## src/rtl/owtr_pkg.sv

```systemverilog
package owtr_pkg;

    localparam int TIMER_BITS_DEF = 18;
    localparam int CFG_W          = 18;
    localparam int CFG_IDX_W      = 3;

    localparam logic [7:0] CMD_SKIP_ROM     = 8'hCC;
    localparam logic [7:0] CMD_CONVERT      = 8'h44;
    localparam logic [7:0] CMD_READ_SCRATCH = 8'hBE;

    localparam logic [9:0]  RST_RESET_LOW     = 10'd500;
    localparam logic [7:0]  RST_RESET_WAIT    = 8'd60;
    localparam logic [7:0]  RST_PRES_TIMEOUT  = 8'd240;
    localparam logic [3:0]  RST_SHORT_LOW     = 4'd2;
    localparam logic [6:0]  RST_LONG_LOW      = 7'd60;
    localparam logic [4:0]  RST_SAMPLE_DELAY  = 5'd8;
    localparam logic [6:0]  RST_READ_RECOVERY = 7'd50;
    localparam logic [17:0] RST_CONVERT_WAIT  = 18'd200000;

    typedef enum logic [3:0] {
        P_IDLE,
        P_RST_LOW,
        P_RST_WAIT,
        P_PRES_LOW,
        P_PRES_HIGH,
        P_WR_LOW,
        P_WR_REL,
        P_CONVERT,
        P_RD_LOW,
        P_RD_WAIT,
        P_RD_REC
    } t_phase;

    typedef enum logic [CFG_IDX_W-1:0] {
        CFG_RESET_LOW,
        CFG_RESET_WAIT,
        CFG_PRES_TIMEOUT,
        CFG_SHORT_LOW,
        CFG_LONG_LOW,
        CFG_SAMPLE_DELAY,
        CFG_READ_RECOVERY,
        CFG_CONVERT_WAIT
    } t_cfg_idx;

    typedef struct packed {
        logic [9:0]  reset_low;
        logic [7:0]  reset_wait;
        logic [7:0]  pres_timeout;
        logic [3:0]  short_low;
        logic [6:0]  long_low;
        logic [4:0]  sample_delay;
        logic [6:0]  read_recovery;
        logic [17:0] convert_wait;
    } t_cfg;

    typedef struct packed {
        logic               drive_low;
        logic               busy_res;
        logic               done_res;
        logic               no_presence;
        logic signed [15:0] temperature;
    } t_result;

    // command sequence: skip ROM, convert, skip ROM, read scratchpad
    function automatic logic [7:0] cmd_byte(input logic [1:0] step);
        logic [7:0] b;
        case (step)
            2'd0:    b = CMD_SKIP_ROM;
            2'd1:    b = CMD_CONVERT;
            2'd2:    b = CMD_SKIP_ROM;
            default: b = CMD_READ_SCRATCH;
        endcase
        return b;
    endfunction

endpackage

```

## src/rtl/owtr_in_if.sv

```systemverilog
interface owtr_in_if;
    logic valid;
    logic ready;
    logic start_req;
    logic line_level;

    modport source (output valid, output start_req, output line_level, input ready);
    modport sink   (input valid, input start_req, input line_level, output ready);
endinterface

```

## src/rtl/owtr_out_if.sv

```systemverilog
interface owtr_out_if;
    logic               valid;
    logic               ready;
    logic               drive_low;
    logic               busy_res;
    logic               done_res;
    logic               no_presence;
    logic signed [15:0] temperature;

    modport source (output valid, output drive_low, output busy_res, output done_res,
                    output no_presence, output temperature, input ready);
    modport sink   (input valid, input drive_low, input busy_res, input done_res,
                    input no_presence, input temperature, output ready);
endinterface

```

## src/rtl/owtr_cfg.sv

```systemverilog
module owtr_cfg
    import owtr_pkg::*;
(
    input  logic                 i_clk,
    input  logic                 i_rst_n,
    input  logic                 i_cfg_we,
    input  logic [CFG_IDX_W-1:0] i_cfg_idx,
    input  logic [CFG_W-1:0]     i_cfg_data,
    output t_cfg                 o_cfg
);

    t_cfg r_cfg;

    always_ff @(posedge i_clk) begin
        if (!i_rst_n) begin
            r_cfg.reset_low     <= RST_RESET_LOW;
            r_cfg.reset_wait    <= RST_RESET_WAIT;
            r_cfg.pres_timeout  <= RST_PRES_TIMEOUT;
            r_cfg.short_low     <= RST_SHORT_LOW;
            r_cfg.long_low      <= RST_LONG_LOW;
            r_cfg.sample_delay  <= RST_SAMPLE_DELAY;
            r_cfg.read_recovery <= RST_READ_RECOVERY;
            r_cfg.convert_wait  <= RST_CONVERT_WAIT;
        end else if (i_cfg_we) begin
            case (t_cfg_idx'(i_cfg_idx))
                CFG_RESET_LOW:     r_cfg.reset_low     <= i_cfg_data[9:0];
                CFG_RESET_WAIT:    r_cfg.reset_wait    <= i_cfg_data[7:0];
                CFG_PRES_TIMEOUT:  r_cfg.pres_timeout  <= i_cfg_data[7:0];
                CFG_SHORT_LOW:     r_cfg.short_low     <= i_cfg_data[3:0];
                CFG_LONG_LOW:      r_cfg.long_low      <= i_cfg_data[6:0];
                CFG_SAMPLE_DELAY:  r_cfg.sample_delay  <= i_cfg_data[4:0];
                CFG_READ_RECOVERY: r_cfg.read_recovery <= i_cfg_data[6:0];
                CFG_CONVERT_WAIT:  r_cfg.convert_wait  <= i_cfg_data[17:0];
                default: ;
            endcase
        end
    end

    assign o_cfg = r_cfg;

endmodule

```

## src/rtl/owtr_seq.sv

```systemverilog
module owtr_seq
    import owtr_pkg::*;
#(
    parameter int TIMER_BITS = TIMER_BITS_DEF
) (
    input  logic    i_clk,
    input  logic    i_rst_n,
    input  t_cfg    i_cfg,
    input  logic    i_valid,
    input  logic    i_start_req,
    input  logic    i_line_level,
    output logic    o_ready,
    output logic    o_valid,
    output t_result o_res,
    input  logic    i_res_ready
);

    localparam int CMP_W = (TIMER_BITS + 1 > CFG_W) ? TIMER_BITS + 1 : CFG_W;

    // duration of a timed phase: zero means one tick, clipped to timer max
    function automatic logic [CMP_W-1:0] span(input logic [CFG_W-1:0] v);
        logic [CMP_W-1:0] ve;
        logic [CMP_W-1:0] tmax;
        ve   = CMP_W'(v);
        tmax = (CMP_W'(1) << TIMER_BITS) - CMP_W'(1);
        if (v == '0) ve = CMP_W'(1);
        if (ve > tmax) ve = tmax;
        return ve;
    endfunction

    t_phase                r_phase,  n_phase;
    logic [TIMER_BITS-1:0] r_timer,  n_timer;
    logic [2:0]            r_bitpos, n_bitpos;
    logic [2:0]            r_bytes,  n_bytes;
    logic [7:0]            r_shift,  n_shift;
    logic [7:0]            r_low,    n_low;
    logic [15:0]           r_temp,   n_temp;
    logic                  r_err,    n_err;
    logic                  r_valid;
    t_result               r_res,    n_res;

    logic             fire;
    logic             drive;
    logic             done;
    logic             seen;
    logic [CFG_W-1:0] t_sel;
    logic [CMP_W-1:0] t_inc;
    logic             t_done;
    logic [TIMER_BITS-1:0] t_next;

    assign o_ready = !r_valid || i_res_ready;
    assign fire    = i_valid && o_ready;

    always_comb begin
        n_phase  = r_phase;
        n_timer  = r_timer;
        n_bitpos = r_bitpos;
        n_bytes  = r_bytes;
        n_shift  = r_shift;
        n_low    = r_low;
        n_temp   = r_temp;
        n_err    = r_err;
        drive    = 1'b0;
        done     = 1'b0;
        seen     = 1'b0;

        if (r_phase == P_IDLE && i_start_req) begin
            n_phase  = P_RST_LOW;
            n_timer  = '0;
            n_bytes  = '0;
            n_bitpos = '0;
        end

        case (n_phase)
            P_RST_LOW:  t_sel = CFG_W'(i_cfg.reset_low);
            P_RST_WAIT: t_sel = CFG_W'(i_cfg.reset_wait);
            P_WR_LOW:   t_sel = n_shift[0] ? CFG_W'(i_cfg.short_low) : CFG_W'(i_cfg.long_low);
            P_WR_REL:   t_sel = n_shift[0] ? CFG_W'(i_cfg.long_low) : CFG_W'(i_cfg.short_low);
            P_CONVERT:  t_sel = i_cfg.convert_wait;
            P_RD_LOW:   t_sel = CFG_W'(i_cfg.short_low);
            P_RD_WAIT:  t_sel = CFG_W'(i_cfg.sample_delay);
            P_RD_REC:   t_sel = CFG_W'(i_cfg.read_recovery);
            default:    t_sel = CFG_W'(i_cfg.pres_timeout);
        endcase
        t_inc  = CMP_W'(n_timer) + CMP_W'(1);
        t_done = t_inc >= span(t_sel);
        // timer stays below the span, so the increment fits when not done
        t_next = t_done ? '0 : t_inc[TIMER_BITS-1:0];

        case (n_phase)
            P_IDLE: ;
            P_RST_LOW: begin
                drive   = 1'b1;
                n_timer = t_next;
                if (t_done) n_phase = P_RST_WAIT;
            end
            P_RST_WAIT: begin
                n_timer = t_next;
                if (t_done) n_phase = P_PRES_LOW;
            end
            P_PRES_LOW, P_PRES_HIGH: begin
                seen = (n_phase == P_PRES_LOW) ? !i_line_level : i_line_level;
                if (seen && CMP_W'(n_timer) < CMP_W'(i_cfg.pres_timeout)) begin
                    n_timer = '0;
                    if (n_phase == P_PRES_LOW) begin
                        n_phase = P_PRES_HIGH;
                    end else begin
                        n_shift  = cmd_byte(n_bytes[1:0]);
                        n_bitpos = '0;
                        n_phase  = P_WR_LOW;
                    end
                end else if (t_inc >= CMP_W'(i_cfg.pres_timeout)) begin
                    n_phase = P_IDLE;
                    n_err   = 1'b1;
                    done    = 1'b1;
                    n_timer = '0;
                end else begin
                    n_timer = t_inc[TIMER_BITS-1:0];
                end
            end
            P_WR_LOW: begin
                drive   = 1'b1;
                n_timer = t_next;
                if (t_done) n_phase = P_WR_REL;
            end
            P_WR_REL: begin
                n_timer = t_next;
                if (t_done) begin
                    n_shift  = {1'b0, n_shift[7:1]};
                    n_bitpos = n_bitpos + 3'd1;
                    if (n_bitpos != '0) begin
                        n_phase = P_WR_LOW;
                    end else begin
                        n_bytes = n_bytes + 3'd1;
                        if (n_bytes == 3'd2) begin
                            n_phase = P_CONVERT;
                        end else if (n_bytes >= 3'd4) begin
                            n_bytes = 3'd4;
                            n_shift = '0;
                            n_phase = P_RD_LOW;
                        end else begin
                            n_shift = cmd_byte(n_bytes[1:0]);
                            n_phase = P_WR_LOW;
                        end
                    end
                end
            end
            P_CONVERT: begin
                n_timer = t_next;
                if (t_done) n_phase = P_RST_LOW;
            end
            P_RD_LOW: begin
                drive   = 1'b1;
                n_timer = t_next;
                if (t_done) n_phase = P_RD_WAIT;
            end
            P_RD_WAIT: begin
                n_timer = t_next;
                if (t_done) n_phase = P_RD_REC;
            end
            P_RD_REC: begin
                // sample on the first recovery tick, LSB first
                if (n_timer == '0) n_shift = {i_line_level, n_shift[7:1]};
                n_timer = t_next;
                if (t_done) begin
                    n_bitpos = n_bitpos + 3'd1;
                    if (n_bitpos != '0) begin
                        n_phase = P_RD_LOW;
                    end else if (n_bytes == 3'd4) begin
                        n_low   = n_shift;
                        n_shift = '0;
                        n_bytes = 3'd5;
                        n_phase = P_RD_LOW;
                    end else begin
                        n_temp  = {n_shift, n_low};
                        n_phase = P_IDLE;
                        n_err   = 1'b0;
                        done    = 1'b1;
                        n_timer = '0;
                    end
                end
            end
            default: begin
                n_phase = P_IDLE;
                n_timer = '0;
            end
        endcase

        n_res.drive_low   = drive && !done;
        n_res.busy_res    = (n_phase != P_IDLE);
        n_res.done_res    = done;
        n_res.no_presence = n_err;
        n_res.temperature = signed'(n_temp);
    end

    always_ff @(posedge i_clk) begin
        if (!i_rst_n) begin
            r_phase  <= P_IDLE;
            r_timer  <= '0;
            r_bitpos <= '0;
            r_bytes  <= '0;
            r_shift  <= '0;
            r_low    <= '0;
            r_temp   <= '0;
            r_err    <= 1'b0;
            r_valid  <= 1'b0;
        end else begin
            if (fire) begin
                r_phase  <= n_phase;
                r_timer  <= n_timer;
                r_bitpos <= n_bitpos;
                r_bytes  <= n_bytes;
                r_shift  <= n_shift;
                r_low    <= n_low;
                r_temp   <= n_temp;
                r_err    <= n_err;
                r_valid  <= 1'b1;
            end else if (i_res_ready) begin
                r_valid  <= 1'b0;
            end
        end
    end

    always_ff @(posedge i_clk) begin
        if (fire) r_res <= n_res;
    end

    assign o_valid = r_valid;
    assign o_res   = r_res;

endmodule

```

## src/rtl/onewire_temperature_reader.sv

```systemverilog
// An accepted input beat reaches its result beat through the input register,
// then the sequencer step into the result register.
// Throughput: one tick beat per cycle; each stage holds while the next is stalled.
// Reset (i_rst_n low, synchronous): sequencer idle, counters and temperature zero,
// configuration registers back to their default timings, both stages empty.
module onewire_temperature_reader
    import owtr_pkg::*;
#(
    parameter int TIMER_BITS = TIMER_BITS_DEF
) (
    input  logic                 i_clk,
    input  logic                 i_rst_n,
    owtr_in_if.sink              i_in,
    owtr_out_if.source           o_out,
    input  logic                 i_cfg_we,
    input  logic [CFG_IDX_W-1:0] i_cfg_idx,
    input  logic [CFG_W-1:0]     i_cfg_data
);

    t_cfg    cfg;
    t_result res;
    logic    seq_ready;
    logic    r_in_valid;
    logic    r_in_start;
    logic    r_in_line;
    logic    in_ready;

    assign in_ready   = !r_in_valid || seq_ready;
    assign i_in.ready = in_ready;

    always_ff @(posedge i_clk) begin
        if (!i_rst_n) begin
            r_in_valid <= 1'b0;
        end else if (in_ready) begin
            r_in_valid <= i_in.valid;
        end
    end

    always_ff @(posedge i_clk) begin
        if (in_ready && i_in.valid) begin
            r_in_start <= i_in.start_req;
            r_in_line  <= i_in.line_level;
        end
    end

    owtr_cfg u_cfg (
        .i_clk      (i_clk),
        .i_rst_n    (i_rst_n),
        .i_cfg_we   (i_cfg_we),
        .i_cfg_idx  (i_cfg_idx),
        .i_cfg_data (i_cfg_data),
        .o_cfg      (cfg)
    );

    owtr_seq #(
        .TIMER_BITS (TIMER_BITS)
    ) u_seq (
        .i_clk        (i_clk),
        .i_rst_n      (i_rst_n),
        .i_cfg        (cfg),
        .i_valid      (r_in_valid),
        .i_start_req  (r_in_start),
        .i_line_level (r_in_line),
        .o_ready      (seq_ready),
        .o_valid      (o_out.valid),
        .o_res        (res),
        .i_res_ready  (o_out.ready)
    );

    assign o_out.drive_low   = res.drive_low;
    assign o_out.busy_res    = res.busy_res;
    assign o_out.done_res    = res.done_res;
    assign o_out.no_presence = res.no_presence;
    assign o_out.temperature = res.temperature;

endmodule

```

## src/flat_wrapper.sv

```systemverilog
// flat-port wrapper written by rule: the top's interface ports become plain ports
module onewire_temperature_reader_flat import owtr_pkg::*;
#(
    parameter int TIMER_BITS = TIMER_BITS_DEF
)
  (i_clk, i_rst_n, i_cfg_we, i_cfg_idx, i_cfg_data, i_in_valid, i_in_start_req, i_in_line_level, i_in_ready, o_out_valid, o_out_drive_low, o_out_busy_res, o_out_done_res, o_out_no_presence, o_out_temperature, o_out_ready);
  owtr_in_if i_in_i ();
  owtr_out_if o_out_i ();
  input  logic i_clk;
  input  logic i_rst_n;
  input  logic i_cfg_we;
  input  logic [CFG_IDX_W-1:0] i_cfg_idx;
  input  logic [CFG_W-1:0] i_cfg_data;
  input wire logic [$bits(i_in_i.valid)-1:0] i_in_valid;
  input wire logic [$bits(i_in_i.start_req)-1:0] i_in_start_req;
  input wire logic [$bits(i_in_i.line_level)-1:0] i_in_line_level;
  output wire logic [$bits(i_in_i.ready)-1:0] i_in_ready;
  output wire logic [$bits(o_out_i.valid)-1:0] o_out_valid;
  output wire logic [$bits(o_out_i.drive_low)-1:0] o_out_drive_low;
  output wire logic [$bits(o_out_i.busy_res)-1:0] o_out_busy_res;
  output wire logic [$bits(o_out_i.done_res)-1:0] o_out_done_res;
  output wire logic [$bits(o_out_i.no_presence)-1:0] o_out_no_presence;
  output wire logic [$bits(o_out_i.temperature)-1:0] o_out_temperature;
  input wire logic [$bits(o_out_i.ready)-1:0] o_out_ready;
  assign i_in_i.valid = i_in_valid;
  assign i_in_i.start_req = i_in_start_req;
  assign i_in_i.line_level = i_in_line_level;
  assign i_in_ready = i_in_i.ready;
  assign o_out_valid = o_out_i.valid;
  assign o_out_drive_low = o_out_i.drive_low;
  assign o_out_busy_res = o_out_i.busy_res;
  assign o_out_done_res = o_out_i.done_res;
  assign o_out_no_presence = o_out_i.no_presence;
  assign o_out_temperature = o_out_i.temperature;
  assign o_out_i.ready = o_out_ready;
  onewire_temperature_reader #(.TIMER_BITS(TIMER_BITS)) u_core (.i_clk(i_clk), .i_rst_n(i_rst_n), .i_in(i_in_i), .o_out(o_out_i), .i_cfg_we(i_cfg_we), .i_cfg_idx(i_cfg_idx), .i_cfg_data(i_cfg_data));
endmodule
```

## config.mk

```make
export PLATFORM = sky130hd
export DESIGN_NAME = onewire_temperature_reader_flat
export DESIGN_NICKNAME = d
export VERILOG_FILES = /design/src/rtl/owtr_pkg.sv /design/src/rtl/owtr_in_if.sv /design/src/rtl/owtr_out_if.sv /design/src/rtl/owtr_cfg.sv /design/src/rtl/owtr_seq.sv /design/src/rtl/onewire_temperature_reader.sv /design/src/flat_wrapper.sv
export SDC_FILE = /design/constraint.sdc
export NUM_CORES = 1
export LEC_CHECK = 0
export ABC_AREA = 1
export BUFFER_PORTS_ARGS = -buffer_cell sky130_fd_sc_hd__clkbuf_2
export CORE_MARGIN = 2
export CORE_UTILIZATION = 35
export CTS_CLUSTER_DIAMETER = 40
export DETAILED_ROUTE_END_ITERATION = 7
export HOLD_SLACK_MARGIN = 0.06
export SYNTH_ARGS = -nofsm -noshare
export SYNTH_HDL_FRONTEND = slang
export SYNTH_SLANG_ARGS = --single-unit
```

## constraint.sdc

```tcl
create_clock -name i_clk -period 10.6 [get_ports i_clk]
set_input_delay 0.53 -clock i_clk [delete_from_list [all_inputs] [get_ports i_clk]]
set_output_delay 0.53 -clock i_clk [all_outputs]
set_load 0.05 [all_outputs]
```

# [Word-level counts from Yosys, hierarchy flattened]
# Index checks and enable logic that the tools add are counted.
[word_totals] input_bits=28 word_cells=176 regBits=152
[op_classes] bitwise_logic=1 n_reduce_logical=38 addsub=3 n_mux=78 eq_ne=26 magnitude_cmp=5
[ops] op="two-way mux 18 bit" n=8
[ops] op="case mux 18 bit (8 select lines)" n=1
[ops] op="two-way mux 8 bit" n=10
[ops] op="case mux 18 bit (4 select lines)" n=1
[ops] op="two-way mux 16 bit" n=4
[ops] op="two-way mux 4 bit" n=16
[ops] op="case mux 4 bit (10 select lines)" n=1
[ops] op="zero test 18 bit" n=2
[ops] op="two-way mux 3 bit" n=12
[ops] op="case mux 8 bit (2 select lines)" n=2
[ops] op="case mux 8 bit (3 select lines)" n=1
[ops] op="adder 18 x 1 -> 19 bit (second input constant)" n=1
[ops] op=">= comparator 19 bit" n=1
[ops] op=">= comparator 19 x 8 -> 1 bit" n=1
[ops] op="> comparator 19 x 18 -> 1 bit (second input constant)" n=1
[ops] op="two-way mux 19 bit" n=1
[ops] op="less-than comparator 18 x 8 -> 1 bit" n=1
[ops] op="equality test 4 x 3 -> 1 bit (second input constant)" n=4
[ops] op="AND reduction 2 bit" n=8
[ops] op="equality test 3 bit (second input constant)" n=5
[ops] op="two-way mux 1 bit" n=15
[ops] op="two-way mux 7 bit" n=2
[ops] op="equality test 4 bit (second input constant)" n=3
[ops] op="case mux 3 bit (2 select lines)" n=2
[ops] op="24 further kinds" n=48

# [Longest topological paths before layout]
[logic_depth] depth_word=15 depth_mapped=37 mapped_depth_nobuf=35

# [Hierarchy]
# Synthesis repeated with hierarchy kept, for this count alone.
[unflattened] cells_unflattened=1344 hier_area_um2=9024.9
[modules_own_cells] module="owtr_seq" cells_each=974 area_per_inst_um2=6367.4 seq_area_each_um2=1841.8 n_inst=1
[modules_own_cells] module="owtr_cfg" cells_each=361 area_per_inst_um2=2546.2 seq_area_each_um2=1341.3 n_inst=1
[modules_own_cells] module="onewire_temperature_reader" cells_each=9 area_per_inst_um2=111.4 seq_area_each_um2=80.1 n_inst=1

# [Least setup slack after synthesis]
# OpenSTA, ideal clock, no wires.
[synth_timing] kind="register -> register" from="reg u_core.u_seq.r_phase[1]" to="reg u_core.u_seq.r_res (netlist bit u_core.u_seq.o_res[8]), data pin" path_buffers=4 arrival_ns=3.657 setup_ns=0.257 required_time_ns=10.343 path_stages_with_launch=31 path_slack_ns=6.685 cell_sequence="dfxtp_1 > nor2_2 > nand3_4 > buf_8 > buf_8 > buf_6 > nand2_1 > inv_1 > ha_1 > nand3_1 > nor2_2 > nand3b_1 > xor2_1 > inv_1 > ha_1 > nand2_1 > nor2_1 > nand2_1 > nor2_1 > nor2_1 > nand2_1 > nand2_1 > nand3_1 > nand2_1 > nand2_1 > nand2_1 > nand2_4 > nand2_2 > nor2_4 > buf_6 > o21ai_2"
[synth_lines] item="start, declared" line_no="owtr_seq.sv:31" rtl="t_phase r_phase, n_phase;"
[synth_lines] item="start signal, assigned" line_no="owtr_seq.sv:209" rtl="r_phase <= n_phase;"
[synth_lines] item="end signal, assigned" line_no="owtr_seq.sv:225" rtl="if (fire) r_res <= n_res;"
[synth_lines] item="end, declared" line_no="owtr_seq.sv:40" rtl="t_result r_res, n_res;"

==> implementation parameters <==
Parameter                              Value

Die
  Rows    58
  Area of the die    27,260 um2
  Number of top-level pins    50
  Core Footprint    25,330 um2
  Die H    165.1 um
  Horizontal die dimension    165.1 um
  Starting Density    35.88%

Logic synthesis
  Number of nets in the synthesized netlist    1,391
  Post-synth top flop    dfxtp_1
  Cells taking the most area after synthesis    dfxtp_1, nand2_1, edfxtp_1
  Share of synthesized registers carrying an async set or reset    0%
  Synth Area per Inst    6.889 um2
  Top cell type's share of synthesized area    28.64%
  Total of flip-flops plus latches after synthesis    152
  Largest area contributor in the netlist    dfxtp_1
  Portion of the post-synthesis area used by sequential elements    35.91%
  Number of different library cells in the post-synthesis netlist    51
  Count of flip-flops with a built-in enable after synthesis    22
  Synthesized instance count    1,319
  Synth warnings    0
  Synth Cell Area    9086 um2

Place
  Post-Place Cell Area    9543 um2
  Last weighted congestion value of the routability-driven placer    0.8915
  HPWL after DPL    17.88 mm
  Port Buf Inserts    49
  Setup WS pre-CTS    5.442 ns

STA
  Period minus WS final    5.214 ns
  Rel. slew slack    39.24%
  Unrepaired setup endpoints after global routing    no
  Setup TNS    0 ns
  Final setup violation count    0
  Tcrit/Tclk final    49.19%
  Final Worst Setup Slack    5.386 ns
  Final Hold Viols    0
  Max Slew Vio Count    0
  Maximum clock frequency    0.1918 GHz
  Maximum clock skew at final layout    0.01401 ns
  Transition time at the pin with the least slew margin    0.9105 ns

Power and ir drop
  Leakage    4.920 nW
  Int Power    991.2 uW
  Reg power frac    42.3%
  Share of power burned in the clock network    43.4%
  Pwr per Cell Area    144.1 nW/um2
  Worst ir drop on vdd    0.09373 mV
  Fraction of power spent switching nets    32.36%
  Power spent charging and discharging nets    474.1 uW
  Part of the power in combinational logic    14.3%

Setup path
  CP Buf/Inv Count    5
  Crit-path slowest cell    nor2_2
  Depth of the critical timing path with buffers and inverters included    27
  Crit Path Category    flip-flop to flip-flop
  Kind of capture point of the worst setup path    flip-flop
  Most repeated library cell on the critical path    nand2_1
  Critical-path maximum fanout    25
  Stage delay of the slowest cell on the critical path    0.69 ns
  Startpoint type of the worst setup path    flip-flop
  Worst Reg-to-Reg Cells    27
  Crit-path leading delay family    simple AND/OR/NAND/NOR gates
  CP Data Required Time    10.93 ns
  Data arrival, critical path    5.54 ns

Clocking
  Post-CTS Setup Bufs    0
  Buffer depth of the longest clock path    2
  Cts repair resizes    0
  CTS Root Cell    clkbuf_16
  Maximum level of the CTS H-tree    4
  Sinks on Clock Net    152
  Clock latency of the later-clocked register in the worst-skew pair    0.44 ns
  CTS tree    yes
  Hold-fix buffers, CTS    0
  CTS Buf Count    17
  Clk slew on worst S/H paths    0.07 ns

Global routing
  Number of antenna violations at the first check in global routing    0
  Vias in the first global route    7,877
  Tot GR Track Use    19.09%
  Total overflow reported by the global router    0
  Largest net degree at the start of global routing    80
  First-pass GRT wire length    41.06 mm

Detailed routing
  Post-route ant nets    0
  Iteration-0 DRC Markers    655
  Routed vias    8,483
  Number of iterations in the first detailed-routing pass    7
  Remaining routing DRC violations    0
  WL/cell    14.72 um
  Final routed wirelength across all metal layers    24.90 mm
  Via density per instance    5.017

Flow run
  Number of max-cap violations    0

Hold path
  Worst Hold Path Cells    1
  Worst hold-check path type    primary input to flip-flop

Cells and area
  Area Growth Syn to Fin    11.90%
  Layout cells sized above 1    11.39%
  Total number of nets in the final design    1,420
  Number of antenna cells inserted    0
  Final instance area    10,170 um2

Run status
  Run status    finished, final reports clean
layer usage:
metal  GRT usage, %  part of all wire [%]
met4          4.506                  0.97
met5              0                     0
met2          30.13                    45
met1          27.36                    50
met3          2.922                   4.3
cell type report:
| type | instances | area, um2 |
|---|---|---|
| fillers | 2666 | 15160 |
| multi-input cells | 944 | 4908 |
| flip-flops and latches | 152 | 3263 |
| inverters | 178 | 668.1 |
| clock buffers | 17 | 425.4 |
| well taps | 330 | 412.9 |
| repair buffers | 55 | 290.3 |
| clock inverters | 15 | 198.9 |
synth_stat cells (all sizes together) (9+ instances only):
| cell | number |
|---|---|
| nand2 | 367 |
| inv | 173 |
| nor2 | 141 |
| dfxtp | 130 |
| o21ai | 101 |
| a21oi | 97 |
| nand3 | 90 |
| ha | 44 |
| clkbuf | 31 |
| edfxtp | 22 |
| nand4 | 17 |
| buf | 14 |
| o211ai | 11 |
| nor3 | 10 |
| xor2 | 10 |
| o22ai | 9 |
kinds of logic after synthesis:
group	count (synthesis)	share of synthesized area, %
AND/OR/NAND/NOR	639	30.79
AO/OA/AOI/OAI	251	16.10
buffers and inverters	223	10.09
flip-flops	152	35.91
adder cells (fa/ha/maj)	44	6.059
XOR/XNOR	10	1.047
power by group through the flow:
stage	registers [mW]	logic (mW)	clock network, mW
6_report	0.620	0.209	0.636
3_5_place_dp	0.633	0.208	0
5_1_grt	0.622	0.235	0.670
2_1_floorplan	0.646	0.145	0
3_3_place_gp	0.632	0.207	0
4_1_cts	0.620	0.209	0.646
worst paths after layout:
check / endpoint / startpoint / slack [ns]
worst min-delay path: u_core.r_in_start / i_in_start_req / 0.27
worst min register to register: u_core.u_cfg.o_cfg[18] / u_core.u_cfg.o_cfg[18] / 0.46
worst max register to register: u_core.u_seq.r_temp[10] / u_core.u_seq.r_phase[3] / 5.39
worst max-delay path: u_core.u_seq.r_temp[10] / u_core.u_seq.r_phase[3] / 5.39
worst register-to-register path, cell delays in order, from the launching register on:
cell and delay (ns):
dfxtp_1 0.40, inv_1 0.09, nor2_1 0.10, inv_1 0.08, nor2_2 0.69, inv_1 0.58, o21ai_0 0.43, a211oi_1 0.09
o2111ai_1 0.11, o22ai_1 0.13, ha_1 0.32, inv_1 0.05, nor3_1 0.16, nand2_1 0.07, nor2_1 0.10, nor2_1 0.04
nand2_1 0.06, nand2_1 0.04, nand3_1 0.06, nand2_1 0.05, nand2_1 0.08, nand2_1 0.15, nand2_4 0.17, nand2_2 0.11
nor2_4 0.54, o21ai_1 0.17, o21ai_1 0.16, inv_1 0.06
state kept, by name (all words and copies together) (netlist names):
register / flops
u_core.r_in_line: 1
u_core.u_seq.r_err: 1
u_core.r_in_start: 1
u_core.u_seq.o_res: 20
u_core.u_seq.r_shift: 8
u_core.u_cfg.o_cfg: 67
u_core.u_seq.r_bitpos: 3
u_core.u_seq.o_valid: 1
u_core.r_in_valid: 1
u_core.u_seq.r_timer: 18
u_core.u_seq.r_phase: 4
u_core.u_seq.r_low: 8
u_core.u_seq.r_bytes: 3
u_core.u_seq.r_temp: 16
cell usage in the layout, fill, tap and decap left out, drive strengths merged, types with 9 or more instances in the layout:
cell / n
edfxtp: 22
o22ai: 9
ha: 44
inv: 179
dfxtp: 130
o211ai: 11
nand2: 367
nand4: 17
nor2: 141
xor2: 10
clkinv: 14
a21oi: 97
nor3: 10
nand3: 90
clkbuf: 66
o21ai: 101
metrics by stage:
| step | utilization (%) | instances | total power [mW] | hold slack (ns) |
|---|---|---|---|---|
| after floorplan | - | 1319 | 0.7909 | 0.4246 |
| after global placement | 37.68 | 1659 | 0.8391 | 0.4388 |
| after detailed placement | 37.68 | 1659 | 0.8411 | 0.4462 |
| after CTS | 40.14 | 1691 | 1.474 | 0.2638 |
| after global routing | 40.14 | 1691 | 1.528 | 0.2618 |
| final | 40.14 | 1691 | 1.465 | 0.2716 |
(Power assumes the default switching activity.)
